File: config.mk
export PLATFORM = sky130hd
export DESIGN_NAME = servo_status_packet_deframer_core_flat
export DESIGN_NICKNAME = d
export VERILOG_FILES = /design/src/rtl/ssd_pkg.sv /design/src/rtl/ssd_if.sv /design/src/rtl/ssd_parse.sv /design/src/rtl/ssd_out_stage.sv /design/src/rtl/servo_status_packet_deframer_core.sv /design/src/flat_wrapper.sv
export SDC_FILE = /design/constraint.sdc
export NUM_CORES = 1
export LEC_CHECK = 0
export CAP_MARGIN = 25
export CORE_AREA = 2 2 97 108
export CTS_CLUSTER_SIZE = 20
export DETAILED_ROUTE_END_ITERATION = 7
export DIE_AREA = 0 0 99 110
export DONT_BUFFER_PORTS = 1
export PLACE_DENSITY = 0.72
export SLEW_MARGIN = 20
export SYNTH_ARGS = -nofsm -noshare
export SYNTH_HDL_FRONTEND = slang
export SYNTH_SLANG_ARGS = --single-unit
File: constraint.sdc
create_clock -name i_clk -period 4.2 [get_ports i_clk]
set_clock_uncertainty 0.15 [all_clocks]
set_input_delay 0.84 -clock i_clk [delete_from_list [all_inputs] [get_ports i_clk]]
set_output_delay 0.84 -clock i_clk [all_outputs]
set_load 0.005 [all_outputs]
File: src/rtl/ssd_pkg.sv
// Shared types and codes for the servo status packet deframer.
// No dependencies; compile first.
package ssd_pkg;

    localparam int OP_W      = 2;
    localparam int BYTE_W    = 8;
    localparam int OUTCOME_W = 2;
    localparam int CFG_IDX_W = 1;

    // operation codes
    localparam logic [OP_W-1:0] OP_START   = 2'd0;
    localparam logic [OP_W-1:0] OP_BYTE    = 2'd1;
    localparam logic [OP_W-1:0] OP_TIMEOUT = 2'd2;

    // outcome codes
    localparam logic [OUTCOME_W-1:0] OUT_OK       = 2'd0;
    localparam logic [OUTCOME_W-1:0] OUT_TIMEOUT  = 2'd1;
    localparam logic [OUTCOME_W-1:0] OUT_HEADER   = 2'd2;
    localparam logic [OUTCOME_W-1:0] OUT_CHECKSUM = 2'd3;

    // configuration register indexes
    localparam logic [CFG_IDX_W-1:0] CFG_EXPECTED_ID    = 1'd0;
    localparam logic [CFG_IDX_W-1:0] CFG_EXPECTED_COUNT = 1'd1;

    localparam logic [BYTE_W-1:0] HEADER_BYTE     = 8'hFF;
    localparam logic [BYTE_W-1:0] LENGTH_OVERHEAD = 8'd2;
    localparam logic [BYTE_W-1:0] EXPECTED_ID_RST = 8'd1;

    typedef struct packed {
        logic                 last;
        logic [BYTE_W-1:0]    param_byte;
        logic [BYTE_W-1:0]    param_position;
        logic [BYTE_W-1:0]    packet_id;
        logic [OUTCOME_W-1:0] outcome;
        logic [BYTE_W-1:0]    device_errors;
        logic                 id_mismatch;
        logic                 length_mismatch;
    } t_result;

endpackage

File: src/rtl/ssd_if.sv
// Valid/ready channel interfaces of the servo status packet deframer.
// Depends on ssd_pkg.
interface ssd_in_if import ssd_pkg::*; ();
    logic              valid;
    logic              ready;
    logic [OP_W-1:0]   operation;
    logic [BYTE_W-1:0] rx_byte;
    modport source (output valid, output operation, output rx_byte, input ready);
    modport sink   (input valid, input operation, input rx_byte, output ready);
endinterface

interface ssd_out_if import ssd_pkg::*; ();
    logic                 valid;
    logic                 ready;
    logic                 last;
    logic [BYTE_W-1:0]    param_byte;
    logic [BYTE_W-1:0]    param_position;
    logic [BYTE_W-1:0]    packet_id;
    logic [OUTCOME_W-1:0] outcome;
    logic [BYTE_W-1:0]    device_errors;
    logic                 id_mismatch;
    logic                 length_mismatch;
    modport source (output valid, output last, output param_byte, output param_position,
                    output packet_id, output outcome, output device_errors,
                    output id_mismatch, output length_mismatch, input ready);
    modport sink   (input valid, input last, input param_byte, input param_position,
                    input packet_id, input outcome, input device_errors,
                    input id_mismatch, input length_mismatch, output ready);
endinterface

interface ssd_cfg_if import ssd_pkg::*; ();
    logic                 valid;
    logic                 ready;
    logic [CFG_IDX_W-1:0] index;
    logic [BYTE_W-1:0]    data;
    modport source (output valid, output index, output data, input ready);
    modport sink   (input valid, input index, input data, output ready);
endinterface

File: src/rtl/ssd_parse.sv
// Packet parser: phase sequencer, running checksum and held packet fields.
// Depends on ssd_pkg.
module ssd_parse import ssd_pkg::*; (
    input  logic              i_clk,
    input  logic              i_rst_n,
    input  logic              i_fire,
    input  logic [OP_W-1:0]   i_operation,
    input  logic [BYTE_W-1:0] i_rx_byte,
    input  logic [BYTE_W-1:0] i_expected_id,
    input  logic [BYTE_W-1:0] i_expected_count,
    output logic              o_res_valid,
    output t_result           o_res
);

    localparam logic [2:0] PH_IDLE   = 3'd0;
    localparam logic [2:0] PH_HDR1   = 3'd1;
    localparam logic [2:0] PH_HDR2   = 3'd2;
    localparam logic [2:0] PH_ID     = 3'd3;
    localparam logic [2:0] PH_LEN    = 3'd4;
    localparam logic [2:0] PH_STATUS = 3'd5;
    localparam logic [2:0] PH_PARAMS = 3'd6;
    localparam logic [2:0] PH_CHECK  = 3'd7;

    logic [2:0]        r_phase, n_phase;
    logic [BYTE_W-1:0] r_sum, n_sum;
    logic [BYTE_W-1:0] r_id, n_id;
    logic [BYTE_W-1:0] r_len, n_len;
    logic [BYTE_W-1:0] r_status, n_status;
    logic [BYTE_W-1:0] r_left, n_left;
    logic [BYTE_W-1:0] r_count, n_count;

    logic [BYTE_W-1:0] sum_plus;
    logic              len_bad;
    t_result           fin;

    assign sum_plus = r_sum + i_rx_byte;
    assign len_bad  = {1'b0, r_len} != ({1'b0, i_expected_count} + {1'b0, LENGTH_OVERHEAD});

    // Outcome item fields except the code.
    always_comb begin
        fin                 = '0;
        fin.last            = 1'b1;
        fin.packet_id       = r_id;
        fin.device_errors   = r_status;
        fin.id_mismatch     = (r_id != i_expected_id);
        fin.length_mismatch = len_bad;
    end

    always_comb begin
        n_phase     = r_phase;
        n_sum       = r_sum;
        n_id        = r_id;
        n_len       = r_len;
        n_status    = r_status;
        n_left      = r_left;
        n_count     = r_count;
        o_res_valid = 1'b0;
        o_res       = fin;
        if (i_operation == OP_START) begin
            n_phase  = PH_HDR1;
            n_sum    = '0;
            n_id     = HEADER_BYTE;
            n_len    = '0;
            n_status = '0;
            n_left   = '0;
            n_count  = '0;
        end else if (i_operation == OP_TIMEOUT) begin
            if (r_phase != PH_IDLE) begin
                o_res_valid   = 1'b1;
                o_res.outcome = OUT_TIMEOUT;
                n_phase       = PH_IDLE;
            end
        end else if (i_operation == OP_BYTE) begin
            unique case (r_phase)
                PH_IDLE: begin
                end
                PH_HDR1, PH_HDR2: begin
                    if (i_rx_byte != HEADER_BYTE) begin
                        o_res_valid   = 1'b1;
                        o_res.outcome = OUT_HEADER;
                        n_phase       = PH_IDLE;
                    end else begin
                        n_phase = r_phase + 3'd1;
                    end
                end
                PH_ID: begin
                    n_id    = i_rx_byte;
                    n_sum   = i_rx_byte;
                    n_phase = PH_LEN;
                end
                PH_LEN: begin
                    n_len   = i_rx_byte;
                    n_sum   = sum_plus;
                    n_left  = (i_rx_byte > LENGTH_OVERHEAD) ? i_rx_byte - LENGTH_OVERHEAD : '0;
                    n_phase = PH_STATUS;
                end
                PH_STATUS: begin
                    n_status = i_rx_byte;
                    n_sum    = sum_plus;
                    n_phase  = (r_left != '0) ? PH_PARAMS : PH_CHECK;
                end
                PH_PARAMS: begin
                    o_res_valid          = 1'b1;
                    o_res                = '0;
                    o_res.param_byte     = i_rx_byte;
                    o_res.param_position = r_count;
                    o_res.packet_id      = r_id;
                    n_sum                = sum_plus;
                    n_count              = r_count + 8'd1;
                    n_left               = r_left - 8'd1;
                    if (r_left == 8'd1) begin
                        n_phase = PH_CHECK;
                    end
                end
                PH_CHECK: begin
                    o_res_valid   = 1'b1;
                    o_res.outcome = (i_rx_byte == ~r_sum) ? OUT_OK : OUT_CHECKSUM;
                    n_phase       = PH_IDLE;
                end
                default: begin
                    n_phase = PH_IDLE;
                end
            endcase
        end
    end

    always_ff @(posedge i_clk) begin
        if (!i_rst_n) begin
            r_phase  <= PH_IDLE;
            r_sum    <= '0;
            r_id     <= '0;
            r_len    <= '0;
            r_status <= '0;
            r_left   <= '0;
            r_count  <= '0;
        end else if (i_fire) begin
            r_phase  <= n_phase;
            r_sum    <= n_sum;
            r_id     <= n_id;
            r_len    <= n_len;
            r_status <= n_status;
            r_left   <= n_left;
            r_count  <= n_count;
        end
    end

endmodule

File: src/rtl/ssd_out_stage.sv
// Result register between the parser and the output channel.
// Depends on ssd_pkg.
module ssd_out_stage import ssd_pkg::*; (
    input  logic    i_clk,
    input  logic    i_rst_n,
    input  logic    i_load,
    input  t_result i_res,
    input  logic    i_ready,
    output logic    o_valid,
    output logic    o_can_take,
    output t_result o_res
);

    logic    r_valid;
    t_result r_res;

    // The slot frees in the same cycle its transaction completes.
    assign o_can_take = !r_valid || i_ready;
    assign o_valid    = r_valid;
    assign o_res      = r_res;

    always_ff @(posedge i_clk) begin
        if (!i_rst_n) begin
            r_valid <= 1'b0;
        end else if (o_can_take) begin
            r_valid <= i_load;
        end
    end

    always_ff @(posedge i_clk) begin
        if (o_can_take && i_load) begin
            r_res <= i_res;
        end
    end

endmodule

File: src/rtl/servo_status_packet_deframer_core.sv
// Servo status packet deframer, top level. Depends on ssd_pkg, ssd_if, ssd_parse and
// ssd_out_stage.
//
// Takes one transaction per clock on i_in: a start (arms the receiver and drops any
// packet in progress), a received byte, or a receive timeout. Each parameter byte of
// the status packet leaves on o_out as it arrives (last = 0); the checksum byte, a bad
// header byte or a timeout produces one outcome item (last = 1) with the status byte
// and the id and length checks against the two configuration registers. Every input
// transaction is handled in the cycle it is accepted and its result, if any, is in the
// output register on the next cycle, so the block sustains one byte per clock. The
// only thing that stops input is a full output register that downstream is not
// taking: i_in.ready follows o_out.ready combinationally through that register.
// Configuration writes on i_cfg are always taken; write them only while idle.
module servo_status_packet_deframer_core import ssd_pkg::*; (
    input  logic  i_clk,
    input  logic  i_rst_n,
    ssd_in_if.sink    i_in,
    ssd_out_if.source o_out,
    ssd_cfg_if.sink   i_cfg
);

    logic [BYTE_W-1:0] r_expected_id;
    logic [BYTE_W-1:0] r_expected_count;

    logic    in_fire;
    logic    can_take;
    logic    res_valid;
    t_result res;
    t_result out_res;

    // Configuration registers.
    assign i_cfg.ready = 1'b1;

    always_ff @(posedge i_clk) begin
        if (!i_rst_n) begin
            r_expected_id    <= EXPECTED_ID_RST;
            r_expected_count <= '0;
        end else if (i_cfg.valid) begin
            unique case (i_cfg.index)
                CFG_EXPECTED_ID:    r_expected_id    <= i_cfg.data;
                CFG_EXPECTED_COUNT: r_expected_count <= i_cfg.data;
                default: begin
                end
            endcase
        end
    end

    // Accept input whenever the result register can take what it produces.
    assign i_in.ready = can_take;
    assign in_fire    = i_in.valid && can_take;

    ssd_parse u_parse (
        .i_clk            (i_clk),
        .i_rst_n          (i_rst_n),
        .i_fire           (in_fire),
        .i_operation      (i_in.operation),
        .i_rx_byte        (i_in.rx_byte),
        .i_expected_id    (r_expected_id),
        .i_expected_count (r_expected_count),
        .o_res_valid      (res_valid),
        .o_res            (res)
    );

    ssd_out_stage u_out (
        .i_clk      (i_clk),
        .i_rst_n    (i_rst_n),
        .i_load     (in_fire && res_valid),
        .i_res      (res),
        .i_ready    (o_out.ready),
        .o_valid    (o_out.valid),
        .o_can_take (can_take),
        .o_res      (out_res)
    );

    // Spread the held result over the output channel's fields.
    assign o_out.last            = out_res.last;
    assign o_out.param_byte      = out_res.param_byte;
    assign o_out.param_position  = out_res.param_position;
    assign o_out.packet_id       = out_res.packet_id;
    assign o_out.outcome         = out_res.outcome;
    assign o_out.device_errors   = out_res.device_errors;
    assign o_out.id_mismatch     = out_res.id_mismatch;
    assign o_out.length_mismatch = out_res.length_mismatch;

endmodule

File: src/flat_wrapper.sv
// flat-port wrapper written by rule: the top's interface ports become plain ports
module servo_status_packet_deframer_core_flat import ssd_pkg::*;
  (i_clk, i_rst_n, i_in_valid, i_in_operation, i_in_rx_byte, i_in_ready, o_out_valid, o_out_last, o_out_param_byte, o_out_param_position, o_out_packet_id, o_out_outcome, o_out_device_errors, o_out_id_mismatch, o_out_length_mismatch, o_out_ready, i_cfg_valid, i_cfg_index, i_cfg_data, i_cfg_ready);
  ssd_in_if i_in_i ();
  ssd_out_if o_out_i ();
  ssd_cfg_if i_cfg_i ();
  input  logic i_clk;
  input  logic i_rst_n;
  input wire logic [$bits(i_in_i.valid)-1:0] i_in_valid;
  input wire logic [$bits(i_in_i.operation)-1:0] i_in_operation;
  input wire logic [$bits(i_in_i.rx_byte)-1:0] i_in_rx_byte;
  output wire logic [$bits(i_in_i.ready)-1:0] i_in_ready;
  output wire logic [$bits(o_out_i.valid)-1:0] o_out_valid;
  output wire logic [$bits(o_out_i.last)-1:0] o_out_last;
  output wire logic [$bits(o_out_i.param_byte)-1:0] o_out_param_byte;
  output wire logic [$bits(o_out_i.param_position)-1:0] o_out_param_position;
  output wire logic [$bits(o_out_i.packet_id)-1:0] o_out_packet_id;
  output wire logic [$bits(o_out_i.outcome)-1:0] o_out_outcome;
  output wire logic [$bits(o_out_i.device_errors)-1:0] o_out_device_errors;
  output wire logic [$bits(o_out_i.id_mismatch)-1:0] o_out_id_mismatch;
  output wire logic [$bits(o_out_i.length_mismatch)-1:0] o_out_length_mismatch;
  input wire logic [$bits(o_out_i.ready)-1:0] o_out_ready;
  input wire logic [$bits(i_cfg_i.valid)-1:0] i_cfg_valid;
  input wire logic [$bits(i_cfg_i.index)-1:0] i_cfg_index;
  input wire logic [$bits(i_cfg_i.data)-1:0] i_cfg_data;
  output wire logic [$bits(i_cfg_i.ready)-1:0] i_cfg_ready;
  assign i_in_i.valid = i_in_valid;
  assign i_in_i.operation = i_in_operation;
  assign i_in_i.rx_byte = i_in_rx_byte;
  assign i_in_ready = i_in_i.ready;
  assign o_out_valid = o_out_i.valid;
  assign o_out_last = o_out_i.last;
  assign o_out_param_byte = o_out_i.param_byte;
  assign o_out_param_position = o_out_i.param_position;
  assign o_out_packet_id = o_out_i.packet_id;
  assign o_out_outcome = o_out_i.outcome;
  assign o_out_device_errors = o_out_i.device_errors;
  assign o_out_id_mismatch = o_out_i.id_mismatch;
  assign o_out_length_mismatch = o_out_i.length_mismatch;
  assign o_out_i.ready = o_out_ready;
  assign i_cfg_i.valid = i_cfg_valid;
  assign i_cfg_i.index = i_cfg_index;
  assign i_cfg_i.data = i_cfg_data;
  assign i_cfg_ready = i_cfg_i.ready;
  servo_status_packet_deframer_core u_core (.i_clk(i_clk), .i_rst_n(i_rst_n), .i_in(i_in_i), .o_out(o_out_i), .i_cfg(i_cfg_i));
endmodule
==> flow_metrics.tcl, run 1 <==
set metrics [dict create \
    run_status "finished clean" \
    r2r_end "u_core.u_out.o_res[13]" \
    wire_per_inst_um 17.7 \
    diodes 0 \
    slew_violations 0 \
    layout_commonest_cell "dfxtp_1" \
    grt_antenna_before_repair 0 \
    cts_buffers 9 \
    clock_latency_ns 0.36 \
    power_density_nw_per_um2 322 \
    cts_setup_buffers 0 \
    period_share_pct 59.0 \
    gr-total-overflow 0 \
    tns_ns 0 \
    cts_sinks 105 \
    start_util_pct 54.2 \
    drc_errors 0 \
    synthAdderAreaFrac_pct 4.64 \
    start_kind "flip-flop" \
    die_area_um2 10900 \
    rows 38 \
    pwr-share-clk_pct 31.1 \
    finalCoreUtilization_pct 56.6 \
    max_clock_freq_mhz 403 \
    final_area_um2 5520 \
    core_area_um2 9750 \
    p_leak_uw 0.00204 \
    switching_share_pct 24.3 \
    min_path_type "reg -> reg" \
    clk_path_buf_depth 2 \
    wl_um 11900 \
    yosysTopAreaCell "dfxtp_1" \
    top_level_ports 64 \
    grt_pass1_wl_um 19100 \
    grt_pass1_vias 3730 \
    drt-vias-per-instance 6.00 \
    synthMuxAreaShare_pct 3.62 \
    synth-simple-area-share_pct 22.1 \
    layout_common_cells "dfxtp_1 (68), nor2_1 (55), nand2_1 (53)" \
    synth_xor_area_share_pct 5.47 \
    worst_pin_slew_ns 1.00 \
    ys.flop_type "dfxtp_1" \
    drt-initial-drc-count 286 \
    dp_hpwl_um 8540 \
    critPathMaxFanout 30 \
    htreeDepth 3 \
    nNetsFinal 589 \
    grt_setup_unrepaired "false" \
    cts_tree "done" \
    synth_top_family_by_area "simple AND/OR/NAND/NOR gates" \
    cp.required_ns 4.08 \
    grt_usage_pct 22.4 \
    peakVddDrop_mv 0.143 \
    cp-endpoint "u_core.u_out.o_res[13]" \
    num_vias 4027 \
    ys_warn_count 0 \
    ys_ff_latch 105 \
    syn_nets 604 \
    synth_compound_area_share_pct 13.6 \
    period_needed_ns 2.48 \
    internal_power_uw 1340 \
    synth_cells 561 \
    crit_type "reg -> reg" \
    hold_viol_final 0 \
    synth_cell_types 67 \
    reg2regPathDepth 7 \
    async_reset_ff_share_pct 0 \
    synthToLayoutAreaGrowth_pct 4.41 \
    hold_buffers 0 \
    worstPathArrival_ns 2.36 \
    gp_congestion 0.842 \
    syn_area_per_cell_um2 9.42 \
    dr.pass1.iters 5 \
    end_kind "flip-flop" \
    syn_area_um2 5280 \
    final-setup-viol-count 0 \
    ctsResizeCount 0 \
    die_x_um 99 \
    drive_gt1_share_pct 6.17 \
    p_switching_uw 432 \
    ys_seq_area_share_pct 46.8 \
    cap_viol_max_count 0 \
    synth_edf_count 37 \
    grt_max_degree 53 \
    post_dp_cell_area_um2 5350 \
    crit-reg2reg-launch "u_core.u_parse.r_phase[0]" \
    yosys-top-cells-area "dfxtp_1 (26%), edfxtp_1 (21%), ha_1 (4.3%)" \
    detail-route-antenna-nets 0 \
    pwr-share-seq_pct 61.2 \
    startpoint "u_core.u_parse.r_phase[0]" \
    die-height_um 110 \
    io_buffers 0 \
    regToRegSetupSlack_ns 1.72 \
    relSlewSlack_pct 32.8 \
    p_comb_share_pct 7.7 \
    yosysTopAreaCellShare_pct 25.8 \
    cts.clk_slew.worst_paths_ns 0.10 \
    cts_root_buf "clkbuf_8" \
]
## flip-flops by register name, indices dropped and copies added, names as in the netlist
signal	cells
u_core.u_out.o_res	37
u_core.u_parse.r_status	8
u_core.u_parse.r_sum	8
u_core.u_parse.r_phase	3
u_core.u_parse.r_left	8
u_core.u_parse.r_id	8
u_core.u_parse.r_len	8
u_core.r_expected_id	8
u_core.u_parse.r_count	8
u_core.u_out.o_valid	1
u_core.r_expected_count	8
## metal layers
| metal | vias to the layer above | global-route usage (%) | part of all wire (%) |
|---|---|---|---|
| li1 | 1979 | - | - |
| met3 | 21 | 5.86 | 5.8 |
| met1 | 1919 | 29.3 | 46 |
| met4 | 0 | 7.83 | 2.0 |
| met5 | - | 0 | 0 |
| met2 | 108 | 36.1 | 47 |
## cell families after synthesis
kind of cell / after synthesis
simple gates: 232
compound gates: 105
flops: 105
buf+inv: 47
xor+xnor: 33
fa+ha+maj: 19
mux: 19
other cells: 1
## power groups by stage
stage / Clock [uW] / Combinational (uW) / Sequential (uW)
2_1_floorplan: 0 / 122 / 1100
3_3_place_gp: 0 / 133 / 1110
3_5_place_dp: 0 / 136 / 1110
4_1_cts: 565 / 137 / 1080
5_1_grt: 603 / 153 / 1090
6_report: 552 / 137 / 1080
## cell usage after synthesis (3+ instances only)
library cell / n
nand3b_1: 4
o21ai_0: 10
nand3_1: 19
a32oi_1: 3
a21o_1: 5
nor2b_1: 19
clkbuf_1: 21
xor2_1: 17
mux2i_1: 18
xnor2_1: 16
ha_1: 18
nand4_1: 8
nor3_1: 26
a22oi_1: 6
nor4_1: 5
nand2_1: 53
o31ai_1: 3
or3_1: 4
o21a_1: 6
nand2b_1: 4
o21ai_1: 6
o22ai_1: 4
nor2_1: 55
a21oi_1: 33
a31oi_1: 3
edfxtp_1: 37
dfxtp_1: 68
and2_1: 3
and3_1: 20
inv_1: 14
buf_2: 9
## worst max-delay path: stages, from the launching register on
cell      delay [ns]
dfxtp_1         0.34
inv_1           0.10
ha_1            0.37
nor2_1          0.13
nor2_1          0.13
o211ai_1        0.17
a21oi_4         0.35
buf_4           0.39
## final cells by class
cell class,instances,area [um2]
fillers,864,4230
inverters,16,60.1
flip-flops and latches,105,2470
repair buffers,5,37.5
clock inverters,4,30.0
clock buffers,12,135
well taps,120,150
multi-input cells,409,2630
## how the worst min path moves through the flow
stage          slack [ns]                 endpoint  cells after the start                     from
2_1_floorplan        0.29  u_core.u_parse.r_sum[3]                      2  u_core.u_parse.r_sum[3]
3_3_place_gp         0.30  u_core.u_parse.r_sum[3]                      2  u_core.u_parse.r_sum[3]
3_5_place_dp         0.31  u_core.u_parse.r_sum[3]                      2  u_core.u_parse.r_sum[3]
4_1_cts              0.32  u_core.u_parse.r_sum[3]                      2  u_core.u_parse.r_sum[3]
5_1_grt              0.34  u_core.r_expected_id[4]                      2  u_core.r_expected_id[4]
6_report             0.32  u_core.u_parse.r_sum[3]                      2  u_core.u_parse.r_sum[3]
## stage by stage
stage	total power [uW]	setup WS, ns	hold slack, ns	cells
final	1770	1.72	0.320	671
after global routing	1840	1.55	0.341	671
after CTS	1790	1.70	0.321	671
after detailed placement	1240	1.38	0.307	655
after global placement	1240	1.43	0.301	655
after floorplan	1230	0.105	0.286	561
Power figures use the tool's default switching activity.
==> run 2: changes to the inputs <==
Clock period 4.2 ns to 2.1 ns, I/O delays scaled along.
==> run 2 against run 1 <==
Effect of this change:
- global-route usage grew 0.11 points
- final area is 6.4% higher
- worst setup slack lost 1.6 ns
- flip-flop and latch count stayed put
- routed wire length grew 2.4%
- sequential share of layout area down 2.7 points
- via count rose by 2.8%
- non-clock buffer count increased by 26
- worst hold slack got worse by 0.29 ns
- clock-buffer cell count unchanged
- critical path depth shrank 1
- largest cell class unchanged
- highest routed layer unchanged
==> flow_metrics.tcl, run 2 (synthesized netlist as in run 1, its figures left out) <==
set metrics [dict create \
    grt_pass1_wl_um 19200 \
    wl_um 12200 \
    cts_buffers 9 \
    grt_antenna_before_repair 0 \
    cp_slowest_cell "a21oi_2" \
    drt-vias-per-instance 5.94 \
    die_area_um2 10900 \
    crit_type "reg -> reg" \
    grt_setup_unrepaired "true" \
    num_vias 4138 \
    hold_viol_final 0 \
    rows 38 \
    finalCoreUtilization_pct 60.2 \
    final-setup-viol-count 0 \
    path_cells "nor2b_1, inv_2, nand3_1, a21oi_2, mux2i_1, nor2_1" \
    crit-reg2reg-launch "u_core.u_out.o_valid" \
    min-delay-start "i_cfg_data[1]" \
    period_needed_ns 2.01 \
    power_uw 3850 \
    end_kind "flip-flop" \
    start_kind "flip-flop" \
    gp_congestion 0.907 \
    run_status "finished clean" \
    detail-route-antenna-nets 0 \
    slew_violations 0 \
    min_path_type "in -> reg" \
    cp_top_family "compound AO/OA/AOI/OAI gates" \
    max_clock_freq_mhz 498 \
    drive_gt1_share_pct 13.3 \
    wire_per_inst_um 17.5 \
    cts_setup_buffers 0 \
    path_buf_inv 1 \
    nNetsFinal 615 \
    layout_common_cells "dfxtp_1 (66), nor2_1 (54), nand2_1 (53)" \
    start_util_pct 54.2 \
    cap_viol_max_count 0 \
    startpoint "u_core.u_out.o_valid" \
    die-height_um 110 \
    top_level_ports 64 \
    power_density_nw_per_um2 656 \
    regArea_um2 2470 \
    dp_hpwl_um 8690 \
    worstPathArrival_ns 2.12 \
    p_leak_uw 0.00221 \
    peakVddDrop_mv 0.457 \
    io_buffers 0 \
    cts_root_buf "clkbuf_8" \
    core_area_um2 9750 \
    cts.clk_slew.worst_paths_ns 0.10 \
    gr-total-overflow 0 \
    htreeDepth 3 \
    synthToLayoutAreaGrowth_pct 11.1 \
    diodes 0 \
    cts_sinks 105 \
    relSlewSlack_pct 45.0 \
    critPathMaxFanout 8 \
    post-route-worst-setup-slack_ns 0.0908 \
    clk_path_buf_depth 2 \
    drc_errors 0 \
    largest_reg_flops 37 \
    period_share_pct 95.7 \
    clock_latency_ns 0.37 \
    multi_input_area_um2 2700 \
    drt-initial-drc-count 312 \
    fill_cells 810 \
    grt_usage_pct 22.5 \
    cts_tree "done" \
    grt_pass1_vias 3862 \
    die_x_um 99 \
    grt_max_degree 56 \
    worst_pin_slew_ns 0.819 \
    layout_commonest_cell "dfxtp_1" \
    hold_ws_ns 0.0262 \
    place_ws_ns -0.0184 \
    slowest_delay_ns 0.60 \
    cp.required_ns 2.21 \
    dr.pass1.iters 5 \
]
## run 2: worst reg2reg max path, stage by stage (launching register included)
cell and delay [ns]:
dfxtp_1 0.33, nor2b_1 0.15, inv_2 0.13, nand3_1 0.22
a21oi_2 0.60, mux2i_1 0.28, nor2_1 0.05
## run 2: cell type report
type / instances / area share, %
repair buffers: 31 / 4.43
multi-input cells: 409 / 46.0
clock inverters: 4 / 0.980
clock buffers: 12 / 2.83
well taps: 120 / 2.56
flip-flops and latches: 105 / 42.2
inverters: 16 / 1.02
## run 2: final timing paths
kind	end	slack, ns	cells after the start
hold / removal	u_core.r_expected_id[1]	0.03	2
setup reg to reg	u_core.u_parse.r_status[2]	0.09	6
hold reg to reg	u_core.r_expected_id[2]	0.32	2
setup / recovery	u_core.u_parse.r_status[2]	0.09	6
## run 2: repair_timing
action | in CTS | in global routing
setup endpoints to repair | 3 | 77
endpoints found under the hold margin | 2 | 0
pin swaps | 0 | 2
gates resized for setup | 1 | 19
gates cloned | 0 | 0
hold buffers | 1 | 0
## run 2: stage by stage
stage,setup TNS [ns],instance area [um2],cells
2_1_floorplan,-9.24,5320,561
3_3_place_gp,0,5560,680
3_5_place_dp,-0.0307,5560,680
4_1_cts,0,5800,697
5_1_grt,-0.0414,5870,697
6_report,0,5870,697
## run 2: metal layers
layer | share of wire (%) | routed length (um) | vias to the layer above | track usage [%]
met2 | 48 | 5810 | 158 | 37.7
met4 | 2.1 | 253 | 0 | 8.51
met5 | 0 | 0 | - | 0
met3 | 6.7 | 816 | 23 | 4.41
li1 | - | - | 2021 | -
met1 | 44 | 5300 | 1936 | 28.9
## run 2: power by group
group	total [uW]	switching (uW)	internal [uW]
clock network	1370	699	668
registers	2170	32.3	2130
logic	318	180	137
